$ cat src/rtl/core/tbpd_pkg.sv
// ----------------------------------------------------------------------------
// Tilt balance PD bridge drive package
// Shared widths, register indexes, controller commands and the CORDIC table.
// ----------------------------------------------------------------------------
package tbpd_pkg;

    localparam int TABLE_LEN  = 24;
    localparam int TILT_SAT   = 18000;
    localparam int W_OLD      = 64225;
    localparam int W_NEW      = 1311;
    localparam int CORDIC_W   = 30;
    localparam int ACC_W      = 28;

    localparam int DEF_CORDIC_STEPS = 16;
    localparam int DEF_TILT_LIMIT   = 6000;
    localparam int DEF_DRIVE_LIMIT  = 50;

    // Configuration register indexes
    localparam logic [2:0] REG_TILT_DIV  = 3'd0;
    localparam logic [2:0] REG_RATE_DIV  = 3'd1;
    localparam logic [2:0] REG_OFFSET    = 3'd2;
    localparam logic [2:0] REG_PWM_FULL  = 3'd3;
    localparam logic [2:0] REG_PWM_STEP  = 3'd4;

    // Commands from the controller to the datapath
    typedef struct packed {
        logic load;      // capture the sample, set up CORDIC
        logic rotate;    // one CORDIC iteration
        logic filter;    // filter multiply stage
        logic fuse;      // filter sum and tilt
        logic div_start; // start the P and D divisions
        logic div_step;  // one restoring division step
        logic pd;        // form and saturate the drive
        logic bridge;    // compare values
    } tbpd_cmd_t;

    // Rounded atan(2^-i) in units of 1/65536 degree
    function automatic logic signed [ACC_W-1:0] atan_entry(input logic [4:0] i);
        logic signed [ACC_W-1:0] v;
        begin
            case (i)
                5'd0:  v = 28'sd2949120;
                5'd1:  v = 28'sd1740967;
                5'd2:  v = 28'sd919879;
                5'd3:  v = 28'sd466945;
                5'd4:  v = 28'sd234379;
                5'd5:  v = 28'sd117304;
                5'd6:  v = 28'sd58666;
                5'd7:  v = 28'sd29335;
                5'd8:  v = 28'sd14668;
                5'd9:  v = 28'sd7334;
                5'd10: v = 28'sd3667;
                5'd11: v = 28'sd1833;
                5'd12: v = 28'sd917;
                5'd13: v = 28'sd458;
                5'd14: v = 28'sd229;
                5'd15: v = 28'sd115;
                5'd16: v = 28'sd57;
                5'd17: v = 28'sd29;
                5'd18: v = 28'sd14;
                5'd19: v = 28'sd7;
                5'd20: v = 28'sd4;
                5'd21: v = 28'sd2;
                5'd22: v = 28'sd1;
                default: v = 28'sd0;
            endcase
            return v;
        end
    endfunction

endpackage

$ cat src/rtl/core/tbpd_ctrl.sv
// ----------------------------------------------------------------------------
// Tilt balance controller sequencer
// Steps one sample through load, CORDIC, filter, division, PD and bridge.
// ----------------------------------------------------------------------------
module tbpd_ctrl import tbpd_pkg::*; #(
    parameter int CORDIC_STEPS = DEF_CORDIC_STEPS
) (
    input  logic      clk,
    input  logic      rst_n,
    input  logic      in_valid,
    output logic      in_stall,
    output logic      out_valid,
    input  logic      out_stall,
    output tbpd_cmd_t cmd
);

    typedef enum logic [3:0] {
        S_IDLE, S_ROT, S_FILT, S_FUSE, S_DSTART, S_DIV, S_PD, S_BRIDGE, S_OUT
    } state_t;

    state_t     state_reg, state_next;
    logic [4:0] count_reg, count_next;
    logic       out_valid_reg, out_valid_next;

    // Input is taken in idle; output register is cleared when taken
    assign in_stall  = (state_reg != S_IDLE);
    assign out_valid = out_valid_reg;

    always_comb
    begin
        state_next     = state_reg;
        count_next     = count_reg;
        out_valid_next = out_valid_reg;
        cmd            = '0;
        if (out_valid_reg && !out_stall)
        begin
            out_valid_next = 1'b0;
        end
        unique case (state_reg)
            S_IDLE:
            begin
                if (in_valid)
                begin
                    cmd.load   = 1'b1;
                    count_next = '0;
                    state_next = S_ROT;
                end
            end
            S_ROT:
            begin
                cmd.rotate = 1'b1;
                count_next = count_reg + 5'd1;
                if (count_reg == 5'(CORDIC_STEPS - 1))
                begin
                    state_next = S_FILT;
                end
            end
            S_FILT:
            begin
                cmd.filter = 1'b1;
                state_next = S_FUSE;
            end
            S_FUSE:
            begin
                cmd.fuse   = 1'b1;
                state_next = S_DSTART;
            end
            S_DSTART:
            begin
                cmd.div_start = 1'b1;
                count_next    = '0;
                state_next    = S_DIV;
            end
            S_DIV:
            begin
                cmd.div_step = 1'b1;
                count_next   = count_reg + 5'd1;
                if (count_reg == 5'd22)
                begin
                    state_next = S_PD;
                end
            end
            S_PD:
            begin
                cmd.pd     = 1'b1;
                state_next = S_BRIDGE;
            end
            S_BRIDGE:
            begin
                if (!out_valid_reg || !out_stall)
                begin
                    cmd.bridge     = 1'b1;
                    out_valid_next = 1'b1;
                    state_next     = S_IDLE;
                end
            end
            default:
            begin
                state_next = S_IDLE;
            end
        endcase
    end

    always_ff @(posedge clk or negedge rst_n)
    begin
        if (!rst_n)
        begin
            state_reg     <= S_IDLE;
            count_reg     <= '0;
            out_valid_reg <= 1'b0;
        end
        else
        begin
            state_reg     <= state_next;
            count_reg     <= count_next;
            out_valid_reg <= out_valid_next;
        end
    end

endmodule

$ cat src/rtl/core/tbpd_datapath.sv
// ----------------------------------------------------------------------------
// Tilt balance datapath
// CORDIC angle, complementary filter, serial dividers, PD law and bridge.
// ----------------------------------------------------------------------------
module tbpd_datapath import tbpd_pkg::*; #(
    parameter int TILT_LIMIT  = DEF_TILT_LIMIT,
    parameter int DRIVE_LIMIT = DEF_DRIVE_LIMIT
) (
    input  logic               clk,
    input  logic               rst_n,
    input  tbpd_cmd_t          cmd,
    input  logic signed [15:0] accel_x,
    input  logic signed [15:0] accel_z,
    input  logic signed [15:0] gyro_y,
    input  logic        [15:0] tilt_div,
    input  logic        [15:0] rate_div,
    input  logic signed [10:0] offset,
    input  logic        [15:0] pwm_full,
    input  logic        [10:0] pwm_step,
    output logic signed [15:0] tilt_hundredths,
    output logic signed [22:0] tilt_rate,
    output logic signed [6:0]  drive,
    output logic        [15:0] compare_a,
    output logic        [15:0] compare_b,
    output logic               forward,
    output logic               bridge_awake
);

    localparam int LIM_C = (DRIVE_LIMIT > 63) ? 63 : DRIVE_LIMIT;
    localparam logic signed [23:0] DRV_LIM = 24'(LIM_C);

    // CORDIC registers
    logic signed [CORDIC_W-1:0] x_reg, y_reg;
    logic signed [ACC_W-1:0]    z_reg;
    logic [4:0]                 it_reg;
    logic                       zero_reg;
    logic signed [12:0]         ginc_reg;

    // Filter and state
    logic signed [31:0] fang_reg;
    logic signed [15:0] prev_reg;
    logic signed [50:0] prod_old_reg;
    logic signed [50:0] prod_new_reg;
    logic signed [15:0] tilt_reg;
    logic signed [22:0] rate_reg;

    // Divider registers: magnitudes divided, signs kept
    logic [22:0] pnum_reg, dnum_reg;
    logic [15:0] prem_reg, drem_reg;
    logic [15:0] pdiv_reg, ddiv_reg;
    logic        pneg_reg, dneg_reg;

    logic signed [6:0]  drive_reg;
    logic        [15:0] ca_reg, cb_reg;

    // CORDIC step
    logic signed [CORDIC_W-1:0] x_sh, y_sh, x_in, y_in;
    logic signed [ACC_W-1:0]    z_in;
    always_comb
    begin
        x_in = CORDIC_W'(accel_x) <<< 8;
        y_in = CORDIC_W'(accel_z) <<< 8;
        z_in = '0;
        if (accel_x < 0)
        begin
            x_in = -x_in;
            y_in = -y_in;
            z_in = (accel_z >= 0) ? 28'sd11796480 : -28'sd11796480;
        end
        x_sh = x_reg >>> it_reg;
        y_sh = y_reg >>> it_reg;
    end

    // Gyro increment: the magnitude is divided by ten with a reciprocal
    // multiply, which is exact over the whole 16-bit range, then re-signed.
    logic [15:0] gabs;
    logic [31:0] gprod;
    logic [12:0] gquo;
    always_comb
    begin
        gabs  = gyro_y[15] ? 16'(-gyro_y) : 16'(gyro_y);
        gprod = 32'(gabs) * 32'd52429;
        gquo  = gprod[31:19];
    end

    // Filter input: Q8 accel tilt and the old-weight term
    logic signed [ACC_W+5:0] atilt_w;
    logic signed [25:0]      atilt;
    logic signed [33:0]      fsum;
    always_comb
    begin
        atilt_w = (34'(z_reg) * 34'sd25) >>> 6;
        atilt   = zero_reg ? 26'sd0 : 26'(atilt_w);
        fsum    = 34'(fang_reg) + (34'(ginc_reg) <<< 8);
    end

    // Tilt from filtered angle, truncated toward zero and saturated
    logic signed [31:0] fnew;
    logic signed [23:0] tq;
    logic signed [23:0] tsat;
    logic signed [51:0] psum;
    always_comb
    begin
        psum = 52'(prod_old_reg) + 52'(prod_new_reg);
        fnew = 32'(psum >>> 16);
        tq   = 24'((fnew + ((fnew < 0) ? 32'sd255 : 32'sd0)) >>> 8);
        if (tq > 24'sd18000)
        begin
            tsat = 24'sd18000;
        end
        else if (tq < -24'sd18000)
        begin
            tsat = -24'sd18000;
        end
        else
        begin
            tsat = tq;
        end
    end

    // Restoring division steps
    logic [16:0] ptry, dtry;
    always_comb
    begin
        ptry = {prem_reg, pnum_reg[22]} - {1'b0, pdiv_reg};
        dtry = {drem_reg, dnum_reg[22]} - {1'b0, ddiv_reg};
    end

    // PD law
    logic signed [23:0] pq, dq, cmdv, cmdsat;
    logic        [15:0] tabs;
    logic        [6:0]  mag;
    logic        [17:0] dec;
    logic signed [18:0] red;
    always_comb
    begin
        pq   = pneg_reg ? -$signed({1'b0, pnum_reg}) : $signed({1'b0, pnum_reg});
        dq   = dneg_reg ? -$signed({1'b0, dnum_reg}) : $signed({1'b0, dnum_reg});
        tabs = tilt_reg[15] ? 16'(-tilt_reg) : 16'(tilt_reg);
        if (32'(tabs) < 32'(TILT_LIMIT))
        begin
            cmdv = pq - dq - 24'(offset);
        end
        else
        begin
            cmdv = '0;
        end
        if (cmdv > DRV_LIM)
        begin
            cmdsat = DRV_LIM;
        end
        else if (cmdv < -DRV_LIM)
        begin
            cmdsat = -DRV_LIM;
        end
        else
        begin
            cmdsat = cmdv;
        end
        mag = drive_reg[6] ? 7'(-drive_reg) : 7'(drive_reg);
        dec = 18'(pwm_step) * 18'(mag);
        red = $signed({3'b0, pwm_full}) - $signed({1'b0, dec});
    end

    // State that reset must clear
    always_ff @(posedge clk or negedge rst_n)
    begin
        if (!rst_n)
        begin
            fang_reg <= '0;
            prev_reg <= '0;
        end
        else if (cmd.fuse)
        begin
            fang_reg <= fnew;
            prev_reg <= 16'(tsat);
        end
    end

    // Payload registers
    always_ff @(posedge clk)
    begin
        if (cmd.load)
        begin
            x_reg    <= x_in;
            y_reg    <= y_in;
            z_reg    <= z_in;
            it_reg   <= '0;
            zero_reg <= (accel_x == 0) && (accel_z == 0);
            ginc_reg <= gyro_y[15] ? 13'(-gquo) : gquo;
        end
        if (cmd.rotate)
        begin
            it_reg <= it_reg + 5'd1;
            if (y_reg >= 0)
            begin
                x_reg <= x_reg + y_sh;
                y_reg <= y_reg - x_sh;
                z_reg <= z_reg + atan_entry(it_reg);
            end
            else
            begin
                x_reg <= x_reg - y_sh;
                y_reg <= y_reg + x_sh;
                z_reg <= z_reg - atan_entry(it_reg);
            end
        end
        if (cmd.filter)
        begin
            prod_old_reg <= 51'(fsum) * 51'sd64225;
            prod_new_reg <= 51'(atilt) * 51'sd1311;
        end
        if (cmd.fuse)
        begin
            tilt_reg <= 16'(tsat);
            rate_reg <= 23'((tsat - 24'(prev_reg)) * 24'sd100);
        end
        if (cmd.div_start)
        begin
            pnum_reg <= 23'(tilt_reg[15] ? 16'(-tilt_reg) : 16'(tilt_reg));
            pneg_reg <= tilt_reg[15];
            dnum_reg <= rate_reg[22] ? 23'(-rate_reg) : 23'(rate_reg);
            dneg_reg <= rate_reg[22];
            prem_reg <= '0;
            drem_reg <= '0;
            pdiv_reg <= (tilt_div == 16'd0) ? 16'd1 : tilt_div;
            ddiv_reg <= (rate_div == 16'd0) ? 16'd1 : rate_div;
        end
        if (cmd.div_step)
        begin
            if (!ptry[16])
            begin
                prem_reg <= ptry[15:0];
                pnum_reg <= {pnum_reg[21:0], 1'b1};
            end
            else
            begin
                prem_reg <= {prem_reg[14:0], pnum_reg[22]};
                pnum_reg <= {pnum_reg[21:0], 1'b0};
            end
            if (!dtry[16])
            begin
                drem_reg <= dtry[15:0];
                dnum_reg <= {dnum_reg[21:0], 1'b1};
            end
            else
            begin
                drem_reg <= {drem_reg[14:0], dnum_reg[22]};
                dnum_reg <= {dnum_reg[21:0], 1'b0};
            end
        end
        if (cmd.pd)
        begin
            drive_reg <= 7'(cmdsat);
        end
        if (cmd.bridge)
        begin
            tilt_hundredths <= tilt_reg;
            tilt_rate       <= rate_reg;
            drive           <= drive_reg;
            forward         <= !drive_reg[6];
            bridge_awake    <= (drive_reg != 7'sd0);
            if (drive_reg[6])
            begin
                compare_a <= pwm_full;
                compare_b <= red[18] ? 16'd0 : red[15:0];
            end
            else
            begin
                compare_a <= red[18] ? 16'd0 : red[15:0];
                compare_b <= pwm_full;
            end
        end
    end

endmodule

$ cat src/rtl/core/tbpd_config.sv
// ----------------------------------------------------------------------------
// Tilt balance configuration registers
// Write-only register file with reset values.
// ----------------------------------------------------------------------------
module tbpd_config import tbpd_pkg::*; (
    input  logic               clk,
    input  logic               rst_n,
    input  logic               cfg_write,
    input  logic [2:0]         cfg_index,
    input  logic [15:0]        cfg_data,
    output logic [15:0]        tilt_div,
    output logic [15:0]        rate_div,
    output logic signed [10:0] offset,
    output logic [15:0]        pwm_full,
    output logic [10:0]        pwm_step
);

    // Register writes decoded by index
    always_ff @(posedge clk or negedge rst_n)
    begin
        if (!rst_n)
        begin
            tilt_div <= 16'd30;
            rate_div <= 16'd2000;
            offset   <= '0;
            pwm_full <= 16'd1000;
            pwm_step <= 11'd20;
        end
        else if (cfg_write)
        begin
            unique case (cfg_index)
                REG_TILT_DIV: tilt_div <= cfg_data;
                REG_RATE_DIV: rate_div <= cfg_data;
                REG_OFFSET:   offset   <= cfg_data[10:0];
                REG_PWM_FULL: pwm_full <= cfg_data;
                REG_PWM_STEP: pwm_step <= cfg_data[10:0];
                default: ;
            endcase
        end
    end

endmodule

$ cat src/rtl/core/tilt_balance_pd_bridge_drive.sv
// ----------------------------------------------------------------------------
// Tilt balance PD bridge drive
// Tilt estimation, complementary filter, PD law and H-bridge compare values.
// ----------------------------------------------------------------------------
// One IMU sample enters on the input channel when in_valid is high and
// in_stall low; one result leaves on the output channel when out_valid is
// high and out_stall low. Each transaction passes from acceptance to the
// result register through the CORDIC iterations followed by 23 steps of
// the serial dividers. One sample is processed at a time; a new one is
// accepted once the result has been moved to the output register. If the
// receiver stalls, the result is held and a finished following sample
// waits until the register frees.
// Reset clears the filter state, the previous tilt, the controller and
// loads the configuration registers with their default values.
// Configuration is written through cfg_write, cfg_index, cfg_data.
// ----------------------------------------------------------------------------
module tilt_balance_pd_bridge_drive import tbpd_pkg::*; #(
    parameter int CORDIC_STEPS = DEF_CORDIC_STEPS,
    parameter int TILT_LIMIT   = DEF_TILT_LIMIT,
    parameter int DRIVE_LIMIT  = DEF_DRIVE_LIMIT
) (
    input  logic               clk,
    input  logic               rst_n,
    input  logic               cfg_write,
    input  logic [2:0]         cfg_index,
    input  logic [15:0]        cfg_data,
    input  logic               in_valid,
    output logic               in_stall,
    input  logic signed [15:0] accel_x,
    input  logic signed [15:0] accel_z,
    input  logic signed [15:0] gyro_y,
    output logic               out_valid,
    input  logic               out_stall,
    output logic signed [15:0] tilt_hundredths,
    output logic signed [22:0] tilt_rate,
    output logic signed [6:0]  drive,
    output logic        [15:0] compare_a,
    output logic        [15:0] compare_b,
    output logic               forward,
    output logic               bridge_awake
);

    tbpd_cmd_t          cmd;
    logic [15:0]        tilt_div, rate_div, pwm_full;
    logic signed [10:0] offset;
    logic [10:0]        pwm_step;

    tbpd_config u_config (
        .clk, .rst_n, .cfg_write, .cfg_index, .cfg_data,
        .tilt_div, .rate_div, .offset, .pwm_full, .pwm_step
    );

    tbpd_ctrl #(.CORDIC_STEPS(CORDIC_STEPS)) u_ctrl (
        .clk, .rst_n, .in_valid, .in_stall, .out_valid, .out_stall, .cmd
    );

    tbpd_datapath #(.TILT_LIMIT(TILT_LIMIT), .DRIVE_LIMIT(DRIVE_LIMIT)) u_dp (
        .clk, .rst_n, .cmd, .accel_x, .accel_z, .gyro_y,
        .tilt_div, .rate_div, .offset, .pwm_full, .pwm_step,
        .tilt_hundredths, .tilt_rate, .drive, .compare_a, .compare_b,
        .forward, .bridge_awake
    );

    // A result never appears in the cycle after a sample is taken
    assert property (@(posedge clk) disable iff (!rst_n)
        (in_valid && !in_stall) |=> !$rose(out_valid))
        else $error("result raised straight after acceptance");

    // Drive and wake agree
    assert property (@(posedge clk) disable iff (!rst_n)
        out_valid |-> (bridge_awake == (drive != 7'sd0)))
        else $error("wake bit does not match drive");

    // Direction agrees with drive sign
    assert property (@(posedge clk) disable iff (!rst_n)
        out_valid |-> (forward == !drive[6]))
        else $error("direction bit does not match drive");

endmodule

$ cat config.mk
export PLATFORM = sky130hd
export DESIGN_NAME = tilt_balance_pd_bridge_drive
export DESIGN_NICKNAME = d
export VERILOG_FILES = /design/src/rtl/core/tbpd_pkg.sv /design/src/rtl/core/tbpd_ctrl.sv /design/src/rtl/core/tbpd_datapath.sv /design/src/rtl/core/tbpd_config.sv /design/src/rtl/core/tilt_balance_pd_bridge_drive.sv
export SDC_FILE = /design/constraint.sdc
export NUM_CORES = 2
export LEC_CHECK = 0
export ABC_AREA = 1
export BUFFER_PORTS_ARGS = -buffer_cell sky130_fd_sc_hd__buf_2
export CORE_MARGIN = 2
export CORE_UTILIZATION = 45
export DETAILED_ROUTE_END_ITERATION = 8
export PLACE_DENSITY_LB_ADDON = 0.1
export REMOVE_ABC_BUFFERS = 1
export SLEW_MARGIN = 40
export SYNTH_ARGS = -nofsm -noshare
export SYNTH_HDL_FRONTEND = slang
export SYNTH_HIERARCHICAL = 1
export SYNTH_SLANG_ARGS = --single-unit
$ cat constraint.sdc
create_clock -name clk -period 16.1 [get_ports clk]
set_input_delay 1.61 -clock clk [delete_from_list [all_inputs] [get_ports clk]]
set_output_delay 1.61 -clock clk [all_outputs]
set_load 0.03 [all_outputs]
# Word-level counts from Yosys, hierarchy flattened
# Memories as Yosys holds them, arrays and structs flattened. A register that Yosys moved wholly into a read port is not among the register bits.
# Index checks and enable logic that the tools add are counted.
# Widths: inputs -> output; s select.
classes:
  n_lt_le_gt_ge: 9
  eq_ne: 17
  shift: 2
  reduce_logical: 26
  muxes: 69
  multipliers: 6
  add_sub_neg: 26
op_table:
  columns: ["cell", "n"]
  rows:
  - ["$mux 28", 9]
  - ["$mux 30", 8]
  - ["$mux 16", 10]
  - ["$mux 23", 6]
  - ["$mux 24", 5]
  - ["$logic_not 32->1", 2]
  - ["$add 30x30->30", 2]
  - ["$neg 24->30", 2]
  - ["$sshr 30x5->30", 2]
  - ["$sub 30x30->30", 2]
  - ["$add 48x38->48", 1]
  - ["$mul 33x17->48 const B", 1]
  - ["$neg 23->24", 2]
  - ["$mul 26x12->38 const B", 1]
  - ["$sub 17x16->17", 2]
  - ["$add 32x21->33", 1]
  - ["$add 32x32->32", 1]
  - ["$logic_not 16->1", 2]
  - ["$lt 32x1->1 const B", 1]
  - ["$mul 16x16->32 const B", 1]
  - ["$mul 28x6->32 const B", 1]
  - ["$neg 16->16", 2]
  - ["$pmux 4 s8", 1]
  - ["$ge 30x1->1 const B", 1]
  - ["49 further kinds", 89]
word_totals:
  memories: 2
  rom_bits: 1408
  word_cells: 194
  out_inout_bits: 82
  in_bits: 72
  ff_bits: 555
mem_list:
  columns: ["name", "words", "width", "read_ports", "rd_clocked_by_memory_dff", "write_ports", "line", "source"]
  rows:
  - ["(name not given)", 32, 22, 1, 1, 0, "tbpd_pkg.sv:41", "case (i)"]
  - ["(name not given)", 32, 22, 1, 1, 0, "tbpd_pkg.sv:41", null]

# Longest topological paths before layout
logic_depth:
  depth_word: 9
  mapped_depth: 62
  depth_no_buf: 62

# Cells and area by module
# The synthesis kept the hierarchy.
by_module_without_submodules:
  columns: ["module", "area_per_inst_um2", "n_inst", "seq_area_each_um2", "cells_per_inst"]
  rows:
  - ["tbpd_datapath", 66939.2, 1, 14463.9, 8405]
  - ["tbpd_config", 2825.2, 1, 1774.2, 316]
  - ["tbpd_ctrl", 585.6, 1, 225.2, 80]

# Worst setup path before layout
# OpenSTA, ideal clock, no wires.
synth_path:
  path_kind: "register to register"
  start: "register u_dp.z_reg[4]"
  end: "register u_dp.prod_new_reg[34] (data pin)"
  setup_time_ns: 0.265
  setup_slack_ns: 7.756
  required_time_ns: 15.835
  n_path_buf: 0
  arrival_ns: 8.079
  synth_period_minus_slack_ns: 8.344
  path_stages_with_launch: 45
  cell_sequence: "edfxtp_1 > ha_1 > inv_1 > fa_1 > inv_1 > ha_1 > ha_1 > a21oi_1 > inv_1 > a31oi_1 > nor2_1 > nor2_1 > o21ai_0 > inv_1 > nor2_1 > nor2_1 > nor2_1 > nor2_1 > [9 not listed] > inv_1 > fa_1 > fa_1 > ha_1 > a21oi_1 > a21boi_0 > o21ai_0 > nand3_1 > nand2_1 > nand3_1 > nand2_1 > a21oi_1 > inv_1 > nand2_1 > o211ai_1 > a21boi_0 > o21ai_0 > xor2_1"
synth_via:
  elab_chain_cells: 3
synth_rtl:
  columns: ["element", "line", "source"]
  rows:
  - ["start, declared", "tbpd_datapath.sv:34", "logic signed [ACC_W-1:0] z_reg;"]
  - ["start signal, assigned", "tbpd_datapath.sv:187", "z_reg <= z_in;"]
  - ["start signal, assigned", "tbpd_datapath.sv:199", "z_reg <= z_reg + atan_entry(it_reg);"]
  - ["start signal, assigned", "tbpd_datapath.sv:205", "z_reg <= z_reg - atan_entry(it_reg);"]
  - ["$mul 28x6->32", "tbpd_datapath.sv:92", "atilt_w = (34'(z_reg) * 34'sd25) >>> 6;"]
  - ["$mux 26", "tbpd_datapath.sv:93", "atilt = zero_reg ? 26'sd0 : 26'(atilt_w);"]
  - ["$mul 26x12->38", "tbpd_datapath.sv:211", "prod_new_reg <= 51'(atilt) * 51'sd1311;"]
  - ["end signal, assigned", "tbpd_datapath.sv:211", null]
  - ["end, declared", "tbpd_datapath.sv:43", "logic signed [50:0] prod_new_reg;"]
# No other way between the ends.
# A chain may end at the register's enable or synchronous reset.

# Worst setup path after layout
layout_path:
  start: "register u_dp.z_reg[3]"
  end: "register u_dp/prod_new_reg[37] (netlist name)"
layout_via:
  elab_chain_cells: 3
layout_rtl:
  columns: ["element", "line"]
  rows:
  - ["$mul 28x6->32", "tbpd_datapath.sv:92"]
  - ["$mux 26", "tbpd_datapath.sv:93"]
  - ["$mul 26x12->38", "tbpd_datapath.sv:211"]
# No other way between the ends.

==> flow_metrics.env <==
export IMPL_post_cts_buffers=0
export IMPL_wl_per_cell_um=17.0
export IMPL_skew_ns=0.0371
export IMPL_end_kind="flop"
export IMPL_place_hpwl_um=154000
export IMPL_critPathTopFamily="adder cells"
export IMPL_grtUsageMet1=0.327
export IMPL_gp_congestion=0.940
export IMPL_async_flop_share=0.220
export IMPL_layout_min_cycle_time_ns=9.44
export IMPL_die_x_um=399
export IMPL_numCtsBuffers=70
export IMPL_top_usage_layer="met2"
export IMPL_cts_clk_slew_worst_paths_ns=0.06
export IMPL_postCtsResizedCells=0
export IMPL_final_util=0.487
export IMPL_use_met3=0.0229
export IMPL_ys_flop_type="edfxtp_1"
export IMPL_path_max_fanout=7
export IMPL_crit_path_start_kind="flop"
export IMPL_required_ns=16.55
export IMPL_grt_first_pass_wirelength_um=302000
export IMPL_yosysWarnings=6
export IMPL_synthesis_instances=8801
export IMPL_fin_cells=11009
export IMPL_final_setup_tns_ns=0
export IMPL_outcome="finished, final reports clean"
export IMPL_final_seq_area_mm2=0.0165
export IMPL_detail_route_antenna_nets=0
export IMPL_ctsHoldBuffers=0
export IMPL_hold_viol_final=0
export IMPL_worst_setup_path_type="reg -> reg"
export IMPL_holdPathStages=0
export IMPL_crit_top_cell="nor2_1"
export IMPL_clk_latency_ns=0.71
export IMPL_core_mm2=0.156
export IMPL_yosys_register_bits=576
export IMPL_slew_headroom=0.426
export IMPL_synth_cell_area_mm2=0.0703
export IMPL_num_vias=56212
export IMPL_met2_usage=0.400
export IMPL_htreeDepth=3
export IMPL_port_buffer_count=151
export IMPL_grt_pass1_vias=56290
export IMPL_fillers=15431
export IMPL_dp_cells=10878
export IMPL_multi_input_area_mm2=0.0465
export IMPL_first_pass_iters=6
export IMPL_rsz0062_at_grt="false"
export IMPL_min_from="u_config/tilt_div[9]"
export IMPL_cts_root_buf="clkbuf_16"
export IMPL_numClockSinks=576
export IMPL_slowest_stage="nor2_1"
export IMPL_antenna_found_initial=0
export IMPL_critPathArrivalTime_ns=9.89
export IMPL_crit_buf_inv=6
export IMPL_finalSetupViolCount=0
export IMPL_rr_worst_depth=43
export IMPL_crit_start="u_dp/z_reg[3]"
export IMPL_grt_max_degree=75
export IMPL_fin_nets=10404
export IMPL_die_h_um=399
export IMPL_ys_types=79
export IMPL_grt_overflow=0
export IMPL_worst_pin_slew_ns=0.854
export IMPL_area_delta_synth_final_pct=7.81
export IMPL_ys_seq_area_frac=0.234
export IMPL_critPathMaxStageDelay_ns=0.52
export IMPL_drt_vias_per_instance=5.11
export IMPL_drv_slew=0
export IMPL_max_cap_viol_count=0
export IMPL_largest_reg_flops=48
export IMPL_synth_edf_count=427
export IMPL_ios=154
export IMPL_grt_util_all_layers=0.237
export IMPL_avgSynthCellArea_um2=7.99
export IMPL_wirelength_um=187000
export IMPL_hold_class="reg -> reg"
export IMPL_cts_tree="done"
export IMPL_dr_first_iter_drc_count=3246
export IMPL_die_area_mm2=0.160
export IMPL_crit_cells=43
export IMPL_fmax_mhz=106
export IMPL_rows=145
export IMPL_start_util=0.452
export IMPL_post_route_period_util=0.586
export IMPL_drive_above_1_share=0.0574
export IMPL_drcViolationCount=0
export IMPL_timing_rr_start="u_dp/z_reg[3]"
export IMPL_cts_buffer_depth=3
==> cells in the mapped netlist, types with 48 or more instances <==
master    number  share of area
clkbuf_1     117         0.0062
xor2_1       276          0.034
dfrtp_1      109          0.039
a21oi_1      546          0.039
nand2_1     1793          0.096
nand3_1      281          0.020
ha_1         880           0.16
fa_1         559           0.16
nor3_1        76         0.0054
o21ai_0      506          0.036
nor2_1       575          0.031
nand4_1       65         0.0058
xnor2_1      126          0.016
o21ai_1       50         0.0036
a31oi_1       48         0.0043
inv_1       1746          0.093
edfxtp_1     427           0.18
==> area by class of cell <==
class | instances | share of cell area
inverter | 1774 | 0.0879
multi-input combinational | 6266 | 0.613
tap | 2058 | 0.0339
clock inverter | 40 | 0.00638
timing repair buffer | 205 | 0.0160
antenna | 1 | 0.0000330
clock buffer | 89 | 0.0261
sequential | 576 | 0.217
==> through the flow <==
stage | hold WS (ns) | instance area [µm²] | setup slack [ns]
2_1_floorplan | 0.442 | 69500 | 7.76
3_3_place_gp | 0.456 | 73200 | 6.74
3_5_place_dp | 0.459 | 73300 | 6.48
4_1_cts | 0.467 | 75800 | 6.43
5_1_grt | 0.483 | 75800 | 5.78
6_report | 0.467 | 75800 | 6.66
==> cells in the final DEF (no fill, tap or decap), types with 151 or more instances in the layout <==
cell      count
a21oi_1     540
buf_2       151
edfxtp_1    427
fa_1        559
ha_1        880
inv_1      1742
nand2_1    1793
nand3_1     280
nor2_1      570
o21ai_0     506
xor2_1      273
==> cell families after synthesis <==
kind of cell / Yosys count / synth area share
fa+ha+maj: 1439 / 0.316
flops: 576 / 0.234
mux: 37 / 0.00526
other cells: 1 / 0.0000533
xor+xnor: 404 / 0.0506
buf+inv: 1962 / 0.107
compound gates: 1398 / 0.110
simple gates: 2984 / 0.177
==> worst register-to-register path, delay by kind of cell (launching register included) <==
| kind | cells | cell delay [ns] |
|---|---|---|
| AOI/OAI and AO/OA | 15 | 2.71 |
| xor gates and xnor gates | 2 | 0.51 |
| adders and majority gates | 9 | 3.67 |
| buffers and inverters | 6 | 0.40 |
| DFF | 1 | 0.46 |
| and+or+nand+nor | 11 | 1.44 |
==> per-layer routing <==
metal  vias up  wire length (µm)
met5         -                 0
met4         0              4910
met3       201              6440
met2       940             87600
met1     26618             87900
li1      28453                 -
==> path summary, 6_finish.rpt <==
| kind | slack [ns] | to |
|---|---|---|
| worst max register to register | 6.66 | u_dp/prod_new_reg[37] |
| worst max-delay path | 6.66 | u_dp/prod_new_reg[37] |
| max in group asynchronous | 14.00 | u_ctrl/out_valid |
| worst min-delay path | 0.47 | u_dp/pdiv_reg[9] |
| min in group asynchronous | 0.94 | u_dp/fang_reg[22] |
| worst min register to register | 0.47 | u_dp/pdiv_reg[9] |
Power is not shown: default switching activity piles up to over one toggle a cycle in this logic, so the estimate is an artifact.
